**config.mk**
```make
export PLATFORM = sky130hd
export DESIGN_NAME = pending_packet_priority_queue
export DESIGN_NICKNAME = d
export VERILOG_FILES = /design/src/hw/rtl/ppq_pkg.sv /design/src/hw/rtl/ppq_ctrl.sv /design/src/hw/rtl/ppq_datapath.sv /design/src/hw/rtl/pending_packet_priority_queue.sv
export VERILOG_INCLUDE_DIRS = /design/src /design/src/hw/rtl
export SDC_FILE = /design/constraint.sdc
export NUM_CORES = 2
export LEC_CHECK = 0
export BUFFER_PORTS_ARGS = -buffer_cell sky130_fd_sc_hd__buf_2
export CAP_MARGIN = 5
export CORE_UTILIZATION = 30
export CTS_BUF_LIST = sky130_fd_sc_hd__clkbuf_8
export DETAILED_ROUTE_END_ITERATION = 10
export GPL_ROUTABILITY_DRIVEN = 1
export PLACE_DENSITY_LB_ADDON = 0.08
export SKIP_LAST_GASP = 1
export SLEW_MARGIN = 40
export SYNTH_ARGS = -nofsm -noshare
export SYNTH_HDL_FRONTEND = slang
export SYNTH_HIERARCHICAL = 1
export SYNTH_SLANG_ARGS = --single-unit
```
**constraint.sdc**
```tcl
create_clock -name clk_i -period 7 [get_ports clk_i]
set_input_delay 0 -clock clk_i [delete_from_list [all_inputs] [get_ports clk_i]]
set_output_delay 0 -clock clk_i [all_outputs]
set_load 0.05 [all_outputs]
```
**src/hw/rtl/pending_packet_priority_queue_macros.svh**
```systemverilog
// ----------------------------------------------------------------------------
// Assertion macros for the pending packet priority queue.
// Every macro samples on the rising edge of clk_i and is disabled in reset.
// ----------------------------------------------------------------------------
`ifndef PENDING_PACKET_PRIORITY_QUEUE_MACROS_SVH
`define PENDING_PACKET_PRIORITY_QUEUE_MACROS_SVH

// The property must hold at every sampled edge.
`define PPQ_ASSERT(label, prop, msg) \
  label: assert property (@(posedge clk_i) disable iff (!rst_ni) (prop)) else $error(msg);

// The expression must never be true at a sampled edge.
`define PPQ_ASSERT_NEVER(label, expr, msg) \
  label: assert property (@(posedge clk_i) disable iff (!rst_ni) !(expr)) else $error(msg);

`endif

```
**src/hw/rtl/ppq_pkg.sv**
```systemverilog
// ----------------------------------------------------------------------------
// ppq_pkg
// Types, widths, codes and the ordering function shared by the queue modules.
// ----------------------------------------------------------------------------
`default_nettype none

package ppq_pkg;

  localparam int unsigned PPQ_QUEUE_DEPTH = 16;

  localparam int unsigned PROP_W   = 31;
  localparam int unsigned SAMPLE_W = 30;
  localparam int unsigned JIT_W    = 31;
  localparam int unsigned DELAY_W  = 32;
  localparam int unsigned OCC_W    = 5;
  localparam int unsigned STATUS_W = 2;

  localparam logic [JIT_W-1:0] JITTER_MAX = {JIT_W{1'b1}};

  typedef enum logic {
    KIND_INSERT = 1'b0,
    KIND_POP    = 1'b1
  } ppq_kind_e;

  typedef enum logic [STATUS_W-1:0] {
    ST_INSERTED = 2'd0,
    ST_POPPED   = 2'd1,
    ST_FULL     = 2'd2,
    ST_EMPTY    = 2'd3
  } ppq_status_e;

  typedef enum logic [1:0] {
    CS_IDLE,
    CS_JIT,
    CS_DELAY,
    CS_EXEC
  } ppq_state_e;

  // Commands from the controller to the datapath.
  typedef struct packed {
    logic load;
    logic calc_jit;
    logic calc_delay;
    logic exec;
  } ppq_cmd_t;

  // True when key a must leave strictly before key b.
  function automatic logic goes_before(
    input logic [DELAY_W-1:0] da,
    input logic               sa,
    input logic               ca,
    input logic [DELAY_W-1:0] db,
    input logic               sb,
    input logic               cb
  );
    logic res;
    if (da != db) begin
      res = (da < db);
    end else if (sa != sb) begin
      res = sa;
    end else begin
      res = ca & ~cb;
    end
    return res;
  endfunction

endpackage

`default_nettype wire

```
**src/hw/rtl/ppq_ctrl.sv**
```systemverilog
// ----------------------------------------------------------------------------
// ppq_ctrl
// Sequencer for the queue: accepts a request, steps the datapath through the
// jitter and delay sums and the queue update, and owns the result valid flag.
// ----------------------------------------------------------------------------
`default_nettype none
`include "pending_packet_priority_queue_macros.svh"

module ppq_ctrl (
  input  wire logic             clk_i,
  input  wire logic             rst_ni,
  input  wire logic             in_valid_i,
  input  wire logic             in_kind_i,
  output logic                  in_ready_o,
  input  wire logic             out_ready_i,
  output logic                  out_valid_o,
  output ppq_pkg::ppq_cmd_t     cmd_o
);
  import ppq_pkg::*;

  ppq_state_e state_q, state_d;
  logic       out_valid_q, out_valid_d;

  always_ff @(posedge clk_i or negedge rst_ni) begin
    if (!rst_ni) begin
      state_q     <= CS_IDLE;
      out_valid_q <= 1'b0;
    end else begin
      state_q     <= state_d;
      out_valid_q <= out_valid_d;
    end
  end

  always_comb begin
    state_d     = state_q;
    cmd_o       = '0;
    in_ready_o  = 1'b0;
    out_valid_d = out_valid_q & ~out_ready_i;
    unique case (state_q)
      CS_IDLE: begin
        in_ready_o = 1'b1;
        if (in_valid_i) begin
          cmd_o.load = 1'b1;
          state_d    = (in_kind_i == KIND_POP) ? CS_EXEC : CS_JIT;
        end
      end
      CS_JIT: begin
        cmd_o.calc_jit = 1'b1;
        state_d        = CS_DELAY;
      end
      CS_DELAY: begin
        cmd_o.calc_delay = 1'b1;
        state_d          = CS_EXEC;
      end
      CS_EXEC: begin
        // The result register must be free or draining this cycle.
        if (!out_valid_q || out_ready_i) begin
          cmd_o.exec  = 1'b1;
          out_valid_d = 1'b1;
          state_d     = CS_IDLE;
        end
      end
      default: begin
        state_d = CS_IDLE;
      end
    endcase
  end

  assign out_valid_o = out_valid_q;

  `PPQ_ASSERT(a_exec_slot_free, cmd_o.exec |-> (!out_valid_q || out_ready_i), "exec with result slot busy")
  `PPQ_ASSERT(a_cmd_onehot, $onehot0({cmd_o.load, cmd_o.calc_jit, cmd_o.calc_delay, cmd_o.exec}), "commands overlap")
  `PPQ_ASSERT(a_insert_seq, (cmd_o.load && in_kind_i == KIND_INSERT) |=> cmd_o.calc_jit, "insert skipped jitter step")

endmodule

`default_nettype wire

```
**src/hw/rtl/ppq_datapath.sv**
```systemverilog
// ----------------------------------------------------------------------------
// ppq_datapath
// Request registers, jitter and delay adders, the sorted row of queue cells
// and the result register.
// ----------------------------------------------------------------------------
`default_nettype none
`include "pending_packet_priority_queue_macros.svh"

module ppq_datapath #(
  parameter int unsigned QUEUE_DEPTH = ppq_pkg::PPQ_QUEUE_DEPTH
) (
  input  wire logic                          clk_i,
  input  wire logic                          rst_ni,
  input  wire ppq_pkg::ppq_cmd_t             cmd_i,
  input  wire logic                          cfg_we_i,
  input  wire logic [ppq_pkg::PROP_W-1:0]    cfg_wdata_i,
  input  wire logic                          in_kind_i,
  input  wire logic                          in_channel_i,
  input  wire logic                          in_sender_is_slave_i,
  input  wire logic                          in_is_follow_up_i,
  input  wire logic [ppq_pkg::SAMPLE_W-1:0]  in_jitter_sample_i,
  output logic [ppq_pkg::STATUS_W-1:0]       out_status_o,
  output logic [ppq_pkg::DELAY_W-1:0]        out_head_delay_o,
  output logic                               out_head_to_slave_o,
  output logic                               out_head_channel_o,
  output logic [ppq_pkg::OCC_W-1:0]          out_occupancy_o
);
  import ppq_pkg::*;

  localparam int unsigned CNT_W = $clog2(QUEUE_DEPTH + 1);
  localparam logic [CNT_W-1:0] FULL_COUNT = CNT_W'(QUEUE_DEPTH);

  // Captured request.
  logic                kind_q;
  logic                chan_q;
  logic                to_slave_q;
  logic                follow_q;
  logic [SAMPLE_W-1:0] sample_q;

  logic [PROP_W-1:0]   prop_q;
  logic [JIT_W-1:0]    prev_jit_q;
  logic [JIT_W-1:0]    jit_q, jit_d;
  logic [DELAY_W-1:0]  delay_q;
  logic [JIT_W:0]      jit_sum;

  logic [CNT_W-1:0]    count_q, count_d;
  logic                full, empty;

  // Queue cells, head at index zero.
  logic [DELAY_W-1:0]  e_delay_q [QUEUE_DEPTH];
  logic                e_slave_q [QUEUE_DEPTH];
  logic                e_chan_q  [QUEUE_DEPTH];

  logic [QUEUE_DEPTH-1:0] new_first;
  logic [QUEUE_DEPTH-1:0] take_new;

  // Result register.
  logic [STATUS_W-1:0] status_q;
  logic [DELAY_W-1:0]  hd_q;
  logic                hs_q;
  logic                hc_q;
  logic [OCC_W-1:0]    occ_q;

  assign full  = (count_q == FULL_COUNT);
  assign empty = (count_q == '0);

  always_ff @(posedge clk_i) begin
    if (cmd_i.load) begin
      kind_q     <= in_kind_i;
      chan_q     <= in_channel_i;
      to_slave_q <= ~in_sender_is_slave_i;
      follow_q   <= in_is_follow_up_i;
      sample_q   <= in_jitter_sample_i;
    end
  end

  always_ff @(posedge clk_i or negedge rst_ni) begin
    if (!rst_ni) begin
      prop_q <= '0;
    end else if (cfg_we_i) begin
      prop_q <= cfg_wdata_i;
    end
  end

  // Follow-up jitter chains saturate at the largest 31-bit value.
  assign jit_sum = {{(JIT_W + 1 - SAMPLE_W){1'b0}}, sample_q}
                 + {1'b0, (follow_q ? prev_jit_q : {JIT_W{1'b0}})};
  assign jit_d   = jit_sum[JIT_W] ? JITTER_MAX : jit_sum[JIT_W-1:0];

  always_ff @(posedge clk_i) begin
    if (cmd_i.calc_jit) begin
      jit_q <= jit_d;
    end
    if (cmd_i.calc_delay) begin
      delay_q <= {1'b0, prop_q} + {1'b0, jit_q};
    end
  end

  // Each cell compares the new key with its own entry; the result is a run
  // of ones between the insertion point and the fill level.
  always_comb begin
    for (int i = 0; i < QUEUE_DEPTH; i++) begin
      new_first[i] = (CNT_W'(i) < count_q)
                   & goes_before(delay_q, to_slave_q, chan_q,
                                 e_delay_q[i], e_slave_q[i], e_chan_q[i]);
    end
    take_new[0] = new_first[0] | empty;
    for (int i = 1; i < QUEUE_DEPTH; i++) begin
      take_new[i] = ~new_first[i-1] & (new_first[i] | (CNT_W'(i) == count_q));
    end
  end

  always_comb begin
    count_d = count_q;
    if (kind_q == KIND_POP) begin
      if (!empty) begin
        count_d = count_q - 1'b1;
      end
    end else if (!full) begin
      count_d = count_q + 1'b1;
    end
  end

  always_ff @(posedge clk_i or negedge rst_ni) begin
    if (!rst_ni) begin
      count_q    <= '0;
      prev_jit_q <= '0;
    end else if (cmd_i.exec) begin
      count_q <= count_d;
      if (kind_q == KIND_INSERT && !full) begin
        prev_jit_q <= jit_q;
      end
    end
  end

  always_ff @(posedge clk_i) begin
    if (cmd_i.exec) begin
      if (kind_q == KIND_POP) begin
        if (!empty) begin
          for (int i = 0; i < QUEUE_DEPTH - 1; i++) begin
            e_delay_q[i] <= e_delay_q[i+1];
            e_slave_q[i] <= e_slave_q[i+1];
            e_chan_q[i]  <= e_chan_q[i+1];
          end
        end
      end else if (!full) begin
        if (take_new[0]) begin
          e_delay_q[0] <= delay_q;
          e_slave_q[0] <= to_slave_q;
          e_chan_q[0]  <= chan_q;
        end
        for (int i = 1; i < QUEUE_DEPTH; i++) begin
          if (new_first[i-1]) begin
            e_delay_q[i] <= e_delay_q[i-1];
            e_slave_q[i] <= e_slave_q[i-1];
            e_chan_q[i]  <= e_chan_q[i-1];
          end else if (take_new[i]) begin
            e_delay_q[i] <= delay_q;
            e_slave_q[i] <= to_slave_q;
            e_chan_q[i]  <= chan_q;
          end
        end
      end
    end
  end

  always_ff @(posedge clk_i) begin
    if (cmd_i.exec) begin
      hd_q  <= '0;
      hs_q  <= 1'b0;
      hc_q  <= 1'b0;
      occ_q <= OCC_W'(count_d);
      if (kind_q == KIND_POP) begin
        if (empty) begin
          status_q <= ST_EMPTY;
        end else begin
          status_q <= ST_POPPED;
          hd_q     <= e_delay_q[0];
          hs_q     <= e_slave_q[0];
          hc_q     <= e_chan_q[0];
        end
      end else begin
        status_q <= full ? ST_FULL : ST_INSERTED;
      end
    end
  end

  assign out_status_o        = status_q;
  assign out_head_delay_o    = hd_q;
  assign out_head_to_slave_o = hs_q;
  assign out_head_channel_o  = hc_q;
  assign out_occupancy_o     = occ_q;

  `PPQ_ASSERT_NEVER(a_count_range, count_q > FULL_COUNT, "entry count beyond depth")
  `PPQ_ASSERT(a_pop_dec,
    (cmd_i.exec && kind_q == KIND_POP && count_q != '0)
      |=> (count_q == $past(count_q) - 1'b1),
    "pop did not remove one entry")
  `PPQ_ASSERT_NEVER(a_head_order,
    (count_q >= CNT_W'(2)) && goes_before(e_delay_q[1], e_slave_q[1], e_chan_q[1],
                                          e_delay_q[0], e_slave_q[0], e_chan_q[0]),
    "head cells out of order")

endmodule

`default_nettype wire

```
**src/hw/rtl/pending_packet_priority_queue.sv**
```systemverilog
// ----------------------------------------------------------------------------
// pending_packet_priority_queue
// Sorted queue of pending simulated packets, ordered by delivery delay.
// ----------------------------------------------------------------------------
// Requests arrive on the s_axis channel. tuser selects an insert (0) or a pop
// (1); tdata carries the channel, sender role, follow-up flag and jitter
// sample. Every request produces exactly one result on the m_axis channel:
// a status in tuser, and in tdata the popped entry (zero when nothing is
// popped) and the occupancy after the request.
// The propagation delay register is written through cfg_we_i/cfg_wdata_i and
// must only be changed while no request is in flight.
// A pop captures the request and then updates the queue. An insert captures
// the request, forms the jitter sum and then the delay sum, and then the row
// of queue cells compares the new key and shifts in place.
// The sequencer handles one request at a time: it takes no new request until
// the last one has written its result.
// The result sits in an output register, so the next request is accepted
// while it waits; a stalled receiver only blocks the queue update step.
// Reset empties the queue and clears the remembered jitter and the
// propagation delay. Cell contents are not cleared, since only entries below
// the fill count are ever read.
// ----------------------------------------------------------------------------
`default_nettype none

module pending_packet_priority_queue #(
  parameter int unsigned QUEUE_DEPTH = ppq_pkg::PPQ_QUEUE_DEPTH
) (
  input  wire logic                        clk_i,
  input  wire logic                        rst_ni,
  // Configuration: propagation delay in nanoseconds.
  input  wire logic                        cfg_we_i,
  input  wire logic [ppq_pkg::PROP_W-1:0]  cfg_wdata_i,
  // Request channel.
  input  wire logic                        s_axis_tvalid,
  output logic                             s_axis_tready,
  // tdata from bit 0: channel, sender_is_slave, is_follow_up,
  // jitter_sample[29:0], seven zero bits.
  input  wire logic [39:0]                 s_axis_tdata,
  // tuser: kind.
  input  wire logic                        s_axis_tuser,
  // Result channel.
  output logic                             m_axis_tvalid,
  input  wire logic                        m_axis_tready,
  // tdata from bit 0: head_delay[31:0], head_to_slave, head_channel,
  // occupancy[4:0], one zero bit.
  output logic [39:0]                      m_axis_tdata,
  // tuser: status[1:0].
  output logic [ppq_pkg::STATUS_W-1:0]     m_axis_tuser
);
  import ppq_pkg::*;

  ppq_cmd_t            cmd;
  logic [DELAY_W-1:0]  head_delay;
  logic                head_to_slave;
  logic                head_channel;
  logic [OCC_W-1:0]    occupancy;

  // The sequencer decides when each datapath step runs and owns the
  // handshakes on both channels.
  ppq_ctrl u_ctrl (
    .clk_i       (clk_i),
    .rst_ni      (rst_ni),
    .in_valid_i  (s_axis_tvalid),
    .in_kind_i   (s_axis_tuser),
    .in_ready_o  (s_axis_tready),
    .out_ready_i (m_axis_tready),
    .out_valid_o (m_axis_tvalid),
    .cmd_o       (cmd)
  );

  // The datapath holds the queue cells, the remembered jitter and the result.
  ppq_datapath #(
    .QUEUE_DEPTH (QUEUE_DEPTH)
  ) u_datapath (
    .clk_i                (clk_i),
    .rst_ni               (rst_ni),
    .cmd_i                (cmd),
    .cfg_we_i             (cfg_we_i),
    .cfg_wdata_i          (cfg_wdata_i),
    .in_kind_i            (s_axis_tuser),
    .in_channel_i         (s_axis_tdata[0]),
    .in_sender_is_slave_i (s_axis_tdata[1]),
    .in_is_follow_up_i    (s_axis_tdata[2]),
    .in_jitter_sample_i   (s_axis_tdata[32:3]),
    .out_status_o         (m_axis_tuser),
    .out_head_delay_o     (head_delay),
    .out_head_to_slave_o  (head_to_slave),
    .out_head_channel_o   (head_channel),
    .out_occupancy_o      (occupancy)
  );

  assign m_axis_tdata = {1'b0, occupancy, head_channel, head_to_slave, head_delay};

endmodule

`default_nettype wire

```
==> reports/qor.csv <==
metric,value,unit
status,finished clean,
cp_cell_sequence,"inv_1, ha_1, a31oi_4, buf_4, and2_4, buf_4, o21ai_4, buf_8, nand2_1, buf_4",
fin_ws,2.21,ns
portBuffers,112,
synthCells,5206,
grt_pass1_vias,42100,
hold_viol,0,
clk_pin_slew,0.06,ns
crit_buf_inv,5,
hpwlAfterDp,130,mm
cp-start-kind,register,
hold_class,in2async,
max_slew.worst_pin.slew,0.848,ns
viasPerCell,5.23,
path_delay_family,buffers and inverters,
wl,171,mm
fp.dieW,423,um
worstPathArrival,5.30,ns
final_layout_size_suffix_gt1_frac,0.112,
synth-main-ff-cell,edfxtp_1,
ios,121,
syn2layout_area_growth,14.7,%
pre_cts_ws,2.23,ns
cts_max_path_buffers,3,
powerDensity,482,nW/um^2
yosys.cell_types.count,96,
critical_path.max_stage_delay,0.65,ns
yosysWarnings,6,
vdd_drop_max,517,uV
period_share,0.684,
fp.dieH,423,um
p_leak,0.0264,uW
cts_buffers,157,
drtIter0Drc,2502,
drc,0,
period_minus_slack,4.79,ns
maxSlewViolCount,0,
fmax,209,MHz
fillers,17900,
route.vias.total,41200,
grt_start_max_net_pins,105,
grt_use_total,0.187,
ctsResizeCount,0,
avgSynthCellArea,10.2,sq um
setup_viol_count_final,0,
async_flop_share,0.0931,
post_cts.repair.setup_buffers,0,
synth_nets,5867,
synthesis.area,53100,sq um
ys_ff_latch,752,
final_common_cell,edfxtp_1,
holdBufCountCts,169,
core,176000,sq um
crit_type,reg2reg,
final_antenna_net_count,0,
rows,154,
tns,0,ns
grt-ovfl-total,0,
end_kind,register,
clkLatencyLatePin,0.90,ns
antenna_found_initial,2,
cts.sinks,752,
cp.required,7.51,ns
synth-seq-area-share,0.419,
htreeDepth,4,
grt_pass1_wl,260,mm
post-route-util,0.346,
rsz0062_at_grt,no,
stdcell_area,60900,sq um
cts_tree,yes,
slew_headroom,0.435,
clock_skew,0.0354,ns
die_area,179000,sq um
ctsRootBufferMaster,clkbuf_8,
placed_cell_area,56300,sq um
finalNetCount,6071,
cpMostUsedCell,buf_4,
start_util,0.302,
path_max_fanout,45,
layout_common_cells,"edfxtp_1, inv_1, ha_1, nand2_1, o211ai_1",
synth_edf_count,682,
dr.pass1.iters,5,
globalplace.congestion,0.805,
drv_cap,0,
avgRoutedWirePerCell,21.7,um
critPathSlowestCell,dfrtp_1,
==> cells in the mapped netlist (all sizes together), types with 81 or more instances <==
library cell  number  area share
inv              544       0.038
a21o             240       0.034
nand2            348       0.025
nand3            209       0.020
buf              157       0.015
a221o            239       0.045
nor2              93      0.0068
o211ai           274       0.039
and2             143       0.017
ha               582        0.14
nand4            196       0.023
a21oi            195       0.019
edfxtp           682        0.39
mux2             102       0.022
clkbuf           221       0.016
o21ai            150       0.014
and3             121       0.014
a211oi            81       0.012
==> cell families after synthesis <==
family          count (synthesis)  share of synthesized area
compound gates               1398                      0.198
simple gates                 1315                      0.130
buf+inv                       922                     0.0695
flops                         752                      0.419
fa+ha+maj                     597                      0.140
mux                           175                     0.0354
xor+xnor                       46                    0.00759
other cells                     1                  0.0000706
==> power by group <==
| part | internal [uW] | switching, uW | leakage, uW |
|---|---|---|---|
| Sequential | 7490 | 1380 | 0.00713 |
| Combinational | 5820 | 10200 | 0.0176 |
| Clock | 2280 | 2140 | 0.00167 |
| Total | 15600 | 13700 | 0.0264 |
==> state kept, by name, summed over array words and instances, names as in the netlist, 2 cells and up <==
name                         count
u_datapath/prop_q               31
u_datapath/out_occupancy_o       5
u_datapath/prev_jit_q           31
u_datapath/sample_q             30
u_datapath/e_chan_q             16
u_datapath/out_head_delay_o     32
u_datapath/jit_q                31
u_datapath/count_q               5
u_ctrl/state_q                   2
u_datapath/e_delay_q           512
u_datapath/delay_q              32
u_datapath/e_slave_q            16
u_datapath/out_status_o          2
==> worst min-delay path, delay by kind of cell <==
kind / cells / cell delay (ns)
buffers and inverters: 4 / 1.39
==> path summary, 6_finish.rpt <==
check,cells past startpoint,slack [ns],end,startpoint
worst min register to register,2,0.47,u_datapath/prev_jit_q[2],u_datapath/prev_jit_q[2]
worst max register to register,10,2.21,u_datapath/e_delay_q[1][28],u_datapath/count_q[1]
worst min-delay path,4,0.16,u_ctrl/state_q[1],rst_ni
max in group asynchronous,4,6.16,u_datapath/prev_jit_q[9],rst_ni
min in group clk_i,4,0.19,u_ctrl/state_q[0],m_axis_tready
worst max-delay path,10,2.21,u_datapath/e_delay_q[1][28],u_datapath/count_q[1]
==> final cells by class <==
class / count / area (sq um) / area share
Antenna cell: 5 / 12.5 / 0.000205
Clock buffer: 177 / 2440 / 0.0400
Clock inverter: 94 / 380 / 0.00625
Inverter: 544 / 2040 / 0.0335
Multi-Input combinational cell: 3532 / 27500 / 0.451
Sequential cell: 752 / 22200 / 0.365
Tap cell: 2340 / 2930 / 0.0481
Timing Repair Buffer: 423 / 3410 / 0.0560
==> metal layers <==
metal  share of wire  track usage  up-vias
met5               0            0        -
met4           0.024       0.0533        0
met3           0.036       0.0259      222
met2            0.49        0.323      827
met1            0.45        0.243    20000
li1                -            -    20200
==> stage by stage <==
| stage | cells | hold slack (ns) | total power (uW) |
|---|---|---|---|
| 6_report | 7867 | 0.157 | 29300 |
| 5_1_grt | 7866 | 0.0979 | 31800 |
| 4_1_cts | 7860 | 0.0332 | 29800 |
| 2_1_floorplan | 5206 | -0.296 | 19700 |
| 3_5_place_dp | 7420 | -0.00975 | 25100 |
| 3_3_place_gp | 7415 | -0.0128 | 24800 |
No activity file was read; power rests on OpenSTA's default activity.
